`src/hw/rtl/ipv4p_pkg.sv`:
```
package ipv4p_pkg;

  // Character codes and limits
  localparam logic [7:0] CHAR_DOT  = 8'h2E;
  localparam logic [7:0] CHAR_ZERO = 8'h30;
  localparam logic [7:0] CHAR_NINE = 8'h39;
  localparam logic [31:0] OCTET_MAX = 32'd255;
  localparam int unsigned NUM_STORED = 3;
  localparam logic [1:0] POS_LAST = 2'd3;

  // One input transaction
  typedef struct packed {
    logic [7:0] character;
    logic       has_character;
    logic       last;
  } ipv4p_item_t;

  // One result transaction
  typedef struct packed {
    logic [31:0] address;
    logic        ok;
  } ipv4p_result_t;

endpackage

```
`src/hw/rtl/ipv4p_in_if.sv`:
```
interface ipv4p_in_if;
  logic       valid;
  logic       ready;
  logic [7:0] character;
  logic       has_character;
  logic       last;

  modport source (output valid, output character, output has_character, output last,
                  input ready);
  modport sink (input valid, input character, input has_character, input last,
                output ready);
endinterface

```
`src/hw/rtl/ipv4p_out_if.sv`:
```
interface ipv4p_out_if;
  logic        valid;
  logic        ready;
  logic [31:0] address;
  logic        ok;

  modport source (output valid, output address, output ok, input ready);
  modport sink (input valid, input address, input ok, output ready);
endinterface

```
`src/hw/rtl/ipv4_dotted_text_parser.sv`:
```
// IPv4 dotted-text parser (decimal forms a, a.b, a.b.c, a.b.c.d).
// Channel text: one transaction per byte, with character, has_character
// and last; has_character = 0 with last = 1 ends an empty text.
// Channel result: one transaction per text, after the byte marked last,
// with address (first octet in bits 31:24, zero on failure) and ok.
// Throughput: one byte per cycle. Each byte goes through an input
// register, then through the parse logic (the multiply-by-ten update)
// into the parse state and, for the last byte, into the result register.
// result.valid rises when the last byte moves into the result register.
// A stalled receiver holds the result register; bytes not marked last keep
// flowing, and a last byte waits in the input register until the result
// register frees, so text.ready drops only while a result is held and a
// further last byte is pending.
// Reset (rst, synchronous) empties both registers and clears the parse
// state; the state also clears after every completed text.
module ipv4_dotted_text_parser (
  input  logic        clk,
  input  logic        rst,
  ipv4p_in_if.sink    text,
  ipv4p_out_if.source result
);
  import ipv4p_pkg::*;

  ipv4p_item_t   item;
  logic          item_valid;
  logic          advance;
  logic          out_free;
  ipv4p_result_t res;

  // Move the held byte on unless it needs a result slot that is busy
  assign advance = item_valid && (!item.last || out_free);

  ipv4p_in_stage u_in_stage (
    .clk        (clk),
    .rst        (rst),
    .text       (text),
    .advance    (advance),
    .item       (item),
    .item_valid (item_valid)
  );

  ipv4p_parse u_parse (
    .clk  (clk),
    .rst  (rst),
    .step (advance),
    .item (item),
    .res  (res)
  );

  ipv4p_out_stage u_out_stage (
    .clk      (clk),
    .rst      (rst),
    .load     (advance && item.last),
    .res      (res),
    .out_free (out_free),
    .result   (result)
  );

  // A failed text reports a zero address
  a_fail_zero: assert property (@(posedge clk) disable iff (rst)
    result.valid && !result.ok |-> result.address == 32'd0)
    else $error("failed result with nonzero address");

  // Input backpressure only comes from a stalled result
  a_ready_cause: assert property (@(posedge clk) disable iff (rst)
    !text.ready |-> result.valid && !result.ready)
    else $error("input stalled without output stall");

  // A new result follows a last byte leaving the input register
  a_result_src: assert property (@(posedge clk) disable iff (rst)
    $rose(result.valid) |-> $past(advance && item.last))
    else $error("result without last byte");
endmodule

```
`src/hw/rtl/ipv4p_in_stage.sv`:
```
module ipv4p_in_stage (
  input  logic                 clk,
  input  logic                 rst,
  ipv4p_in_if.sink             text,
  input  logic                 advance,
  output ipv4p_pkg::ipv4p_item_t item,
  output logic                 item_valid
);
  import ipv4p_pkg::*;

  logic take;

  // Accept whenever the register is empty or drains this cycle
  assign text.ready = !item_valid || advance;
  assign take       = text.valid && text.ready;

  // Hold valid flag
  always_ff @(posedge clk) begin
    if (rst) begin
      item_valid <= 1'b0;
    end else if (take) begin
      item_valid <= 1'b1;
    end else if (advance) begin
      item_valid <= 1'b0;
    end
  end

  // Capture payload
  always_ff @(posedge clk) begin
    if (take) begin
      item.character     <= text.character;
      item.has_character <= text.has_character;
      item.last          <= text.last;
    end
  end
endmodule

```
`src/hw/rtl/ipv4p_parse.sv`:
```
module ipv4p_parse (
  input  logic                   clk,
  input  logic                   rst,
  input  logic                   step,
  input  ipv4p_pkg::ipv4p_item_t item,
  output ipv4p_pkg::ipv4p_result_t res
);
  import ipv4p_pkg::*;

  logic [31:0] acc;
  logic [7:0]  octets [NUM_STORED];
  logic [1:0]  pos;
  logic        failed;

  logic [31:0] acc_next;
  logic [7:0]  octets_next [NUM_STORED];
  logic [1:0]  pos_next;
  logic        failed_next;

  logic        is_digit;
  logic        is_dot;
  logic [35:0] prod;
  logic        fits;
  logic [31:0] head;

  // Classify the byte and form acc * 10 + digit
  assign is_digit = (item.character >= CHAR_ZERO) && (item.character <= CHAR_NINE);
  assign is_dot   = (item.character == CHAR_DOT);
  assign prod     = ({4'd0, acc} << 3) + ({4'd0, acc} << 1)
                  + {28'd0, item.character - CHAR_ZERO};

  // Apply one byte to the parse state
  always_comb begin
    acc_next    = acc;
    octets_next = octets;
    pos_next    = pos;
    failed_next = failed;
    if (item.has_character && !failed) begin
      if (is_digit) begin
        if (prod[35:32] != 4'd0) begin
          failed_next = 1'b1;
        end else begin
          acc_next = prod[31:0];
        end
      end else if (is_dot) begin
        if ((acc > OCTET_MAX) || (pos == POS_LAST)) begin
          failed_next = 1'b1;
        end else begin
          for (int i = 0; i < NUM_STORED; i++) begin
            if (pos == 2'(i)) begin
              octets_next[i] = acc[7:0];
            end
          end
          acc_next = '0;
          pos_next = pos + 2'd1;
        end
      end else begin
        failed_next = 1'b1;
      end
    end
  end

  // Check the final part against the octets left and assemble
  always_comb begin
    case (pos_next)
      2'd0:    fits = 1'b1;
      2'd1:    fits = (acc_next[31:24] == 8'd0);
      2'd2:    fits = (acc_next[31:16] == 16'd0);
      2'd3:    fits = (acc_next[31:8] == 24'd0);
      default: fits = 1'b0;
    endcase
    // Unused octet slots are always zero, so no masking by position
    head       = {octets_next[0], octets_next[1], octets_next[2], 8'd0};
    res.ok      = !failed_next && fits;
    res.address = res.ok ? (head | acc_next) : '0;
  end

  // Advance state; clear it after the last byte of a text
  always_ff @(posedge clk) begin
    if (rst || (step && item.last)) begin
      acc    <= '0;
      octets <= '{default: '0};
      pos    <= '0;
      failed <= 1'b0;
    end else if (step) begin
      acc    <= acc_next;
      octets <= octets_next;
      pos    <= pos_next;
      failed <= failed_next;
    end
  end
endmodule

```
`src/hw/rtl/ipv4p_out_stage.sv`:
```
module ipv4p_out_stage (
  input  logic                     clk,
  input  logic                     rst,
  input  logic                     load,
  input  ipv4p_pkg::ipv4p_result_t res,
  output logic                     out_free,
  ipv4p_out_if.source              result
);
  import ipv4p_pkg::*;

  ipv4p_result_t held;

  assign out_free       = !result.valid || result.ready;
  assign result.address = held.address;
  assign result.ok      = held.ok;

  // Hold valid until the receiver takes the transaction
  always_ff @(posedge clk) begin
    if (rst) begin
      result.valid <= 1'b0;
    end else if (load) begin
      result.valid <= 1'b1;
    end else if (result.ready) begin
      result.valid <= 1'b0;
    end
  end

  // Capture result payload
  always_ff @(posedge clk) begin
    if (load) begin
      held <= res;
    end
  end
endmodule
```
`src/flat_wrapper.sv`:
```
// flat-port wrapper written by rule: the top's interface ports become plain ports
module ipv4_dotted_text_parser_flat import ipv4p_pkg::*;
  (clk, rst, text_valid, text_character, text_has_character, text_last, text_ready, result_valid, result_address, result_ok, result_ready);
  ipv4p_in_if text_i ();
  ipv4p_out_if result_i ();
  input  logic clk;
  input  logic rst;
  input wire logic [$bits(text_i.valid)-1:0] text_valid;
  input wire logic [$bits(text_i.character)-1:0] text_character;
  input wire logic [$bits(text_i.has_character)-1:0] text_has_character;
  input wire logic [$bits(text_i.last)-1:0] text_last;
  output wire logic [$bits(text_i.ready)-1:0] text_ready;
  output wire logic [$bits(result_i.valid)-1:0] result_valid;
  output wire logic [$bits(result_i.address)-1:0] result_address;
  output wire logic [$bits(result_i.ok)-1:0] result_ok;
  input wire logic [$bits(result_i.ready)-1:0] result_ready;
  assign text_i.valid = text_valid;
  assign text_i.character = text_character;
  assign text_i.has_character = text_has_character;
  assign text_i.last = text_last;
  assign text_ready = text_i.ready;
  assign result_valid = result_i.valid;
  assign result_address = result_i.address;
  assign result_ok = result_i.ok;
  assign result_i.ready = result_ready;
  ipv4_dotted_text_parser u_core (.clk(clk), .rst(rst), .text(text_i), .result(result_i));
endmodule
```
`config.mk`:
```
export PLATFORM = sky130hd
export DESIGN_NAME = ipv4_dotted_text_parser_flat
export DESIGN_NICKNAME = d
export VERILOG_FILES = /design/src/hw/rtl/ipv4p_pkg.sv /design/src/hw/rtl/ipv4p_in_if.sv /design/src/hw/rtl/ipv4p_out_if.sv /design/src/hw/rtl/ipv4_dotted_text_parser.sv /design/src/hw/rtl/ipv4p_in_stage.sv /design/src/hw/rtl/ipv4p_parse.sv /design/src/hw/rtl/ipv4p_out_stage.sv /design/src/flat_wrapper.sv
export SDC_FILE = /design/constraint.sdc
export NUM_CORES = 1
export LEC_CHECK = 0
export ABC_AREA = 1
export ABC_CLOCK_PERIOD_IN_PS = 5000
export BUFFER_PORTS_ARGS = -buffer_cell sky130_fd_sc_hd__buf_2
export CAP_MARGIN = 20
export CORE_UTILIZATION = 63
export DETAILED_ROUTE_END_ITERATION = 8
export PLACE_DENSITY = 0.92
export SLEW_MARGIN = 40
export SYNTH_ARGS = -nofsm -noshare
export SYNTH_HDL_FRONTEND = slang
export SYNTH_SLANG_ARGS = --single-unit
```
`constraint.sdc`:
```
create_clock -name clk -period 5 [get_ports clk]
set_clock_uncertainty 0.1 [all_clocks]
set_input_delay 0.25 -clock clk [delete_from_list [all_inputs] [get_ports clk]]
set_output_delay 0.25 -clock clk [all_outputs]
set_load 0.1 [all_outputs]
```
**After elaboration in Yosys (flattened, before gate mapping)**

Index checks and enable logic that the tools add are counted.

- Bits in read-only memories: 0
- Register bits after elaboration: 104
- Memories: 0
- RAM bits: 0
- Output and inout port bits: 35
- Word-level logic and storage cells: 78
- Input bits: 14
- Latch bits: 0

- Add/subtract/negate cells: 4
- $mul: 0
- Mux-type cells: 26
- Order comparisons: 3
- Equal/unequal tests: 7
- Shift operators: 0
- Bitwise operators: 1
- Div/mod/pow operators: 0
- Reduce and logical (&&, ||, !) cells: 24

Operators with widths:

| operator | number |
|---|---|
| 32-bit 2-to-1 mux | 5 |
| 24-bit 2-to-1 mux | 4 |
| 35-bit by 33-bit adder with 36-bit output | 1 |
| 36-bit by 8-bit adder with 36-bit output | 1 |
| 32-bit by 8-bit > comparator with 1-bit output (second input constant) | 1 |
| 32-bit bitwise OR | 1 |
| 24-bit logical NOT | 1 |
| 8-bit 2-to-1 mux | 3 |
| 16-bit logical NOT | 1 |
| 1-bit 2-to-1 mux | 9 |
| 2-bit == test (second input constant) | 4 |
| 8-bit by 6-bit == test with 1-bit output (second input constant) | 1 |
| 8-bit by 6-bit greater-or-equal comparator with 1-bit output (second input constant) | 1 |
| 8-bit by 6-bit <= comparator with 1-bit output (second input constant) | 1 |
| 8-bit logical NOT | 1 |
| 2-bit 2-to-1 mux | 4 |
| 8-bit by 6-bit subtractor with 8-bit output (second input constant) | 1 |
| 1-bit logical AND | 6 |
| 1-bit logical NOT | 5 |
| 1-bit logical OR | 5 |
| 2-bit by 1-bit == test with 1-bit output (second input constant) | 2 |
| 2-bit logical NOT | 2 |
| 1-bit one-hot mux with 4 select lines | 1 |
| 2-bit nonzero test | 2 |
| other kinds (2) | 2 |

**Longest topological paths before layout**

- Word-level depth: 9
- Mapped depth: 31
- Mapped depth without buffers: 30

**Cells and area by module**

A second synthesis with hierarchy kept.

- Cell total of the unflattened synthesis: 1226
- Area total of the unflattened synthesis: 8179.1 sq um

Modules (own cells, without submodules):

| module | sequential area each (sq um) | area each (sq um) | times used | cells each |
|---|---|---|---|---|
| ipv4p_parse | 1181.1 | 6772.7 | 1 | 1167 |
| ipv4p_out_stage | 1011.0 | 1033.5 | 1 | 38 |
| ipv4p_in_stage | 320.3 | 347.8 | 1 | 16 |
| ipv4_dotted_text_parser | 0.0 | 25.0 | 1 | 5 |

**Least setup slack after synthesis**

OpenSTA, ideal clock, no wires.

- Path kind: register -> register
- Start: reg u_core.u_in_stage.item[6] (netlist name)
- End: reg u_core.u_out_stage.held (netlist bit u_core.u_out_stage.result.address[3]), data pin
- Stages on the path, launching flop included: 29
- Period minus slack after synthesis: 3.843 ns
- Arrival: 3.478 ns
- Library setup time: 0.265 ns
- Path slack: 1.157 ns
- Required time: 4.635 ns
- Path buffers: 2
- Path through: edfxtp_1 -> inv_1 -> ha_1 -> inv_1 -> fa_1 -> ha_1 -> or2_1 -> nand3_1 -> nand2_2 -> nand2_1 -> nand2_2 -> nand2_2 -> nand2_1 -> nand2_1 -> nand2_1 -> nor2_4 -> buf_2 -> nand3_1 -> nand3_1 -> nand2_1 -> nand3_1 -> nor2_1 -> nand2_1 -> nand2_1 -> nand2_1 -> nand2_1 -> nand2_4 -> buf_8 -> nor2_4

- Word-level cells in the longest chain between the ends: 9
- Elaborated cells on any way between the ends: 29
- Those cells by class: add/sub (2); order compare (2); eq/ne (4); mux (12); bitwise (1); reduce/logical (8)

RTL lines:

| element | RTL line | text |
|---|---|---|
| 8-bit by 6-bit subtractor with 8-bit output | ipv4p_parse.sv:30 | `+ {28'd0, item.character - CHAR_ZERO};` |
| 36-bit by 8-bit adder with 36-bit output | ipv4p_parse.sv:30 |  |
| 4-bit nonzero test | ipv4p_parse.sv:40 | `if (prod[35:32] != 4'd0) begin` |
| 32-bit 2-to-1 mux | ipv4p_parse.sv:40 |  |
| 32-bit 2-to-1 mux | ipv4p_parse.sv:39 | `if (is_digit) begin` |
| 32-bit 2-to-1 mux | ipv4p_parse.sv:38 | `if (item.has_character && !failed) begin` |
| 24-bit logical NOT, or another cell as far along | ipv4p_parse.sv:69 | `2'd3: fits = (acc_next[31:8] == 24'd0);` |
| 1-bit one-hot mux with 4 select lines | ipv4p_parse.sv:65 | `case (pos_next)` |
| 1-bit logical AND | ipv4p_parse.sv:74 | `res.ok = !failed_next && fits;` |
| end signal, assigned | ipv4p_out_stage.sv:31 | `held <= res;` |
| end, declared | ipv4p_out_stage.sv:11 | `ipv4p_result_t held;` |

Several ways; a longest one is shown, not always the timed one.
A chain may end at the register's enable or synchronous reset.

**Worst setup path after layout**

- Start: reg u_core.u_in_stage.item[6] (netlist name)
- End: reg u_core.u_out_stage.held (netlist bit u_core.u_out_stage.result.address[0]), data pin

- Word-level cells in the longest chain between the ends: 9
- Elaborated cells on any way between the ends: 29
- Those cells by class: add/sub (2); order compare (2); eq/ne (4); mux (12); bitwise (1); reduce/logical (8)

RTL lines:

| element | RTL line |
|---|---|
| 8-bit by 6-bit subtractor with 8-bit output | ipv4p_parse.sv:30 |
| 36-bit by 8-bit adder with 36-bit output | ipv4p_parse.sv:30 |
| 4-bit nonzero test | ipv4p_parse.sv:40 |
| 32-bit 2-to-1 mux | ipv4p_parse.sv:40 |
| 32-bit 2-to-1 mux | ipv4p_parse.sv:39 |
| 32-bit 2-to-1 mux | ipv4p_parse.sv:38 |
| 24-bit logical NOT, or another cell as far along | ipv4p_parse.sv:69 |
| 1-bit one-hot mux with 4 select lines | ipv4p_parse.sv:65 |
| 1-bit logical AND | ipv4p_parse.sv:74 |

Several ways; a longest one is shown, not always the timed one.

==> impl_metrics.yaml <==
die:
  core_region_area_um2: 12700
  design.portCount: 49
  chipHeight_um: 117
  floorplan.die_area_um2: 13600
  die_width_um: 117
  std_cell_rows: 41
  initial_core_util: 0.652
critical_path:
  cp_data_arrival_time_ns: 4.66
  timing.critical_path.max_delay_family: "simple AND/OR/NAND/NOR gates"
  critical-path-max-stage-delay_ns: 0.44
  r2r_slack_ns: 0.45
  element_type_at_the_critical_path_start: "flip-flop"
  cp_max_fo: 33
  slowest_stage: "fa_1"
  cp.required_ns: 5.11
  number_of_gates_on_the_worst_path_with_buffers_counted: 28
  r2r.worst_path.cells: 28
  critical_path_class: "reg2reg"
  crit_path_frequent_cell: "nand2_1"
  timing.critical_path.to_type: "flip-flop"
  critical_path.startpoint: "u_core.u_in_stage.item[6]$_DFFE_PP_"
  r2r_start: "u_core.u_in_stage.item[6]$_DFFE_PP_"
  critical_path_buf_inv_count: 3
  critical_path.reg2reg.endpoint: "u_core.u_out_stage.result.address[0]$_SDFFCE_PN0P_"
sta:
  slew_viol_final: 0
  worst_hold_slack_ns: 0.105
  final_period_minus_worst_setup_slack_ns: 4.55
  hold_viol: 0
  worst_slew_pin_slew_ns: 0.782
  layout_worst_path_cycle_share: 0.910
  report.final.setup_viol: 0
  final.setup.tns_ns: 0
  worst_slew_margin_relative_to_its_limit: 0.475
  fmax_mhz: 220
clocking:
  post-cts-setup-buffer-count: 0
  clock_tree.buffer_depth: 2
  cts_made_buffers: 9
  clock_sink_count: 104
  clkSlewWorstSetupHoldPaths_ns: 0.07
  worst_skew_pair.late_latency_ns: 0.35
  cts_max_level: 3
  cts_root_buffer: "clkbuf_16"
  cts_tree: "built"
yosys:
  synth_fp_nets: 1290
  synth-main-ff-cell: "dfxtp_1"
  syn_area_um2: 8300
  synth_area_leader_cell: "edfxtp_1"
  ys_seq_elements: 104
  synthMostInstantiatedCell: "nand2_1"
  synth_top_cell_area_share: 0.156
  synth-warning-count: 0
  synth_cell_type_count: 41
  synth_enable_flop_cells: 43
  synth_commonest_cells: "nand2_1, inv_1, nor2_1, a21oi_1, o21ai_0"
  async_flop_share: 0
  ys_top_cells_by_area: "edfxtp_1, dfxtp_1, nand2_1"
  synthesis.area_per_instance_um2: 6.89
  count_of_mapped_cells_out_of_synthesis: 1205
  seq_area_frac_synth: 0.303
worst_hold_path:
  holdCritPathClass: "in2reg"
  worstHoldPathCells: 3
  hold-path-endpoint: "u_core.u_in_stage.item_valid$_SDFFE_PP0P_"
  timing.hold.worst.start: "text_valid"
finish:
  layout_overhead_on_the_synthesized_area_pct: 9.44
  antenna_cells_inserted: 0
  fillers: 997
  post_route_cells_drive_above_1_share: 0.113
  finish.net_count: 1331
  final_core_util: 0.714
drt:
  initialDrtViolationCount: 814
  drt-pass1-iter-count: 5
  drcViolationCount: 0
  antenna_left: 0
  routed-via-count: 8069
  vias_per_cell: 5.67
  mean_routed_wirelength_per_cell_um: 15.4
  finalWirelength_mm: 21.9
grt:
  number_of_antenna_violations_at_the_first_check_in_global_routing: 1
  globalRouteOverflowTotal: 0
  first_global_vias: 7588
  gr-usage-all-layers: 0.334
  largest_net_degree_at_the_start_of_global_routing: 69
  grt_pass1_wl_mm: 35.3
pwr:
  power_per_cell_area_nw_per_um2: 259
  peakVddDrop_uv: 288
  power.static_leakage_nw: 4.69
  total_power_mw: 2.35
run_status:
  status: "finished clean"
run:
  cap_violations: 0
placement:
  portBuffers: 48
  gp_routability_congestion: 0.925
  place.detailed.hpwl_mm: 16.0
cell families (layout without fill, tap and decap cells):
family                   Yosys count  count (layout)  synth area share
XOR/XNOR                          28              28            0.0296
buffers and inverters            229             275             0.111
AND/OR/NAND/NOR                  539             539             0.292
flip-flops                       104             104             0.303
AO/OA/AOI/OAI                    234             234             0.152
adder cells (fa/ha/maj)           71              71             0.113
worst reg2reg max path, delay by kind of cell (launching register included):
family	cells	cell delay, ns
flops	1	0.41
buf+inv	3	0.43
fa+ha+maj	3	1.04
compound gates	1	0.22
xor+xnor	1	0.18
simple gates	20	2.01
state kept, by name, summed over array words and instances (netlist names), 2 cells and up:
register	flops
u_core.u_parse.octets	24
u_core.u_in_stage.item	10
u_core.u_out_stage.result.address	32
u_core.u_parse.acc	32
u_core.u_parse.pos	2
worst max-delay path by stage:
stage                                                               end
CTS                  u_core.u_out_stage.result.address[0]$_SDFFCE_PN0P_
global placement    u_core.u_out_stage.result.address[24]$_SDFFCE_PN0P_
detailed placement   u_core.u_out_stage.result.address[2]$_SDFFCE_PN0P_
floorplan            u_core.u_out_stage.result.address[3]$_SDFFCE_PN0P_
finish               u_core.u_out_stage.result.address[0]$_SDFFCE_PN0P_
global route         u_core.u_out_stage.result.address[0]$_SDFFCE_PN0P_
report_power, final:
part / leakage [nW] / switching, mW / internal [mW]
clock: 0.151 / 0.315 / 0.398
combinational: 3.61 / 0.453 / 0.207
sequential: 0.932 / 0.0458 / 0.930
cells in the final DEF (no fill, tap or decap), types with 8 or more instances in the layout:
cell type	instances
a21oi_1	101
buf_2	48
buf_4	8
clkbuf_16	10
dfxtp_1	61
dlygate4sd3_1	11
edfxtp_1	43
ha_1	65
inv_1	178
nand2_1	259
nand2_2	15
nand3_1	57
nor2_1	156
nor2_4	31
o21ai_0	100
xor2_1	21
what timing repair did:
action,in CTS,in global routing
gates resized for setup,0,3
hold buffers,11,0
endpoints found under the setup margin,0,32
endpoints found under the hold margin,11,0
metrics by stage:
stage / instances / setup slack [ns] / area, µm²
final: 1423 / 0.450 / 9080
after global routing: 1423 / -0.00415 / 9080
after CTS: 1423 / 0.403 / 9060
after floorplan: 1205 / 1.16 / 8300
after global placement: 1396 / 0.597 / 8650
after detailed placement: 1396 / 0.478 / 8650
cell type report:
| type | count | area [µm²] | area share |
|---|---|---|---|
| clock inverter | 4 | 30.0 | 0.00331 |
| tap | 172 | 215 | 0.0237 |
| timing repair buffer | 69 | 450 | 0.0496 |
| clock buffer | 12 | 278 | 0.0306 |
| inverter | 190 | 721 | 0.0794 |
| multi-input combinational | 872 | 4870 | 0.537 |
| sequential | 104 | 2510 | 0.277 |
metal layers:
layer | global-route usage | vias to the layer above | share of wire
met2 | 0.564 | 422 | 0.48
li1 | - | 3943 | -
met3 | 0.0586 | 90 | 0.079
met5 | 0 | - | 0.00059
met1 | 0.412 | 3612 | 0.39
met4 | 0.165 | 2 | 0.047
(Power assumes the default switching activity.)
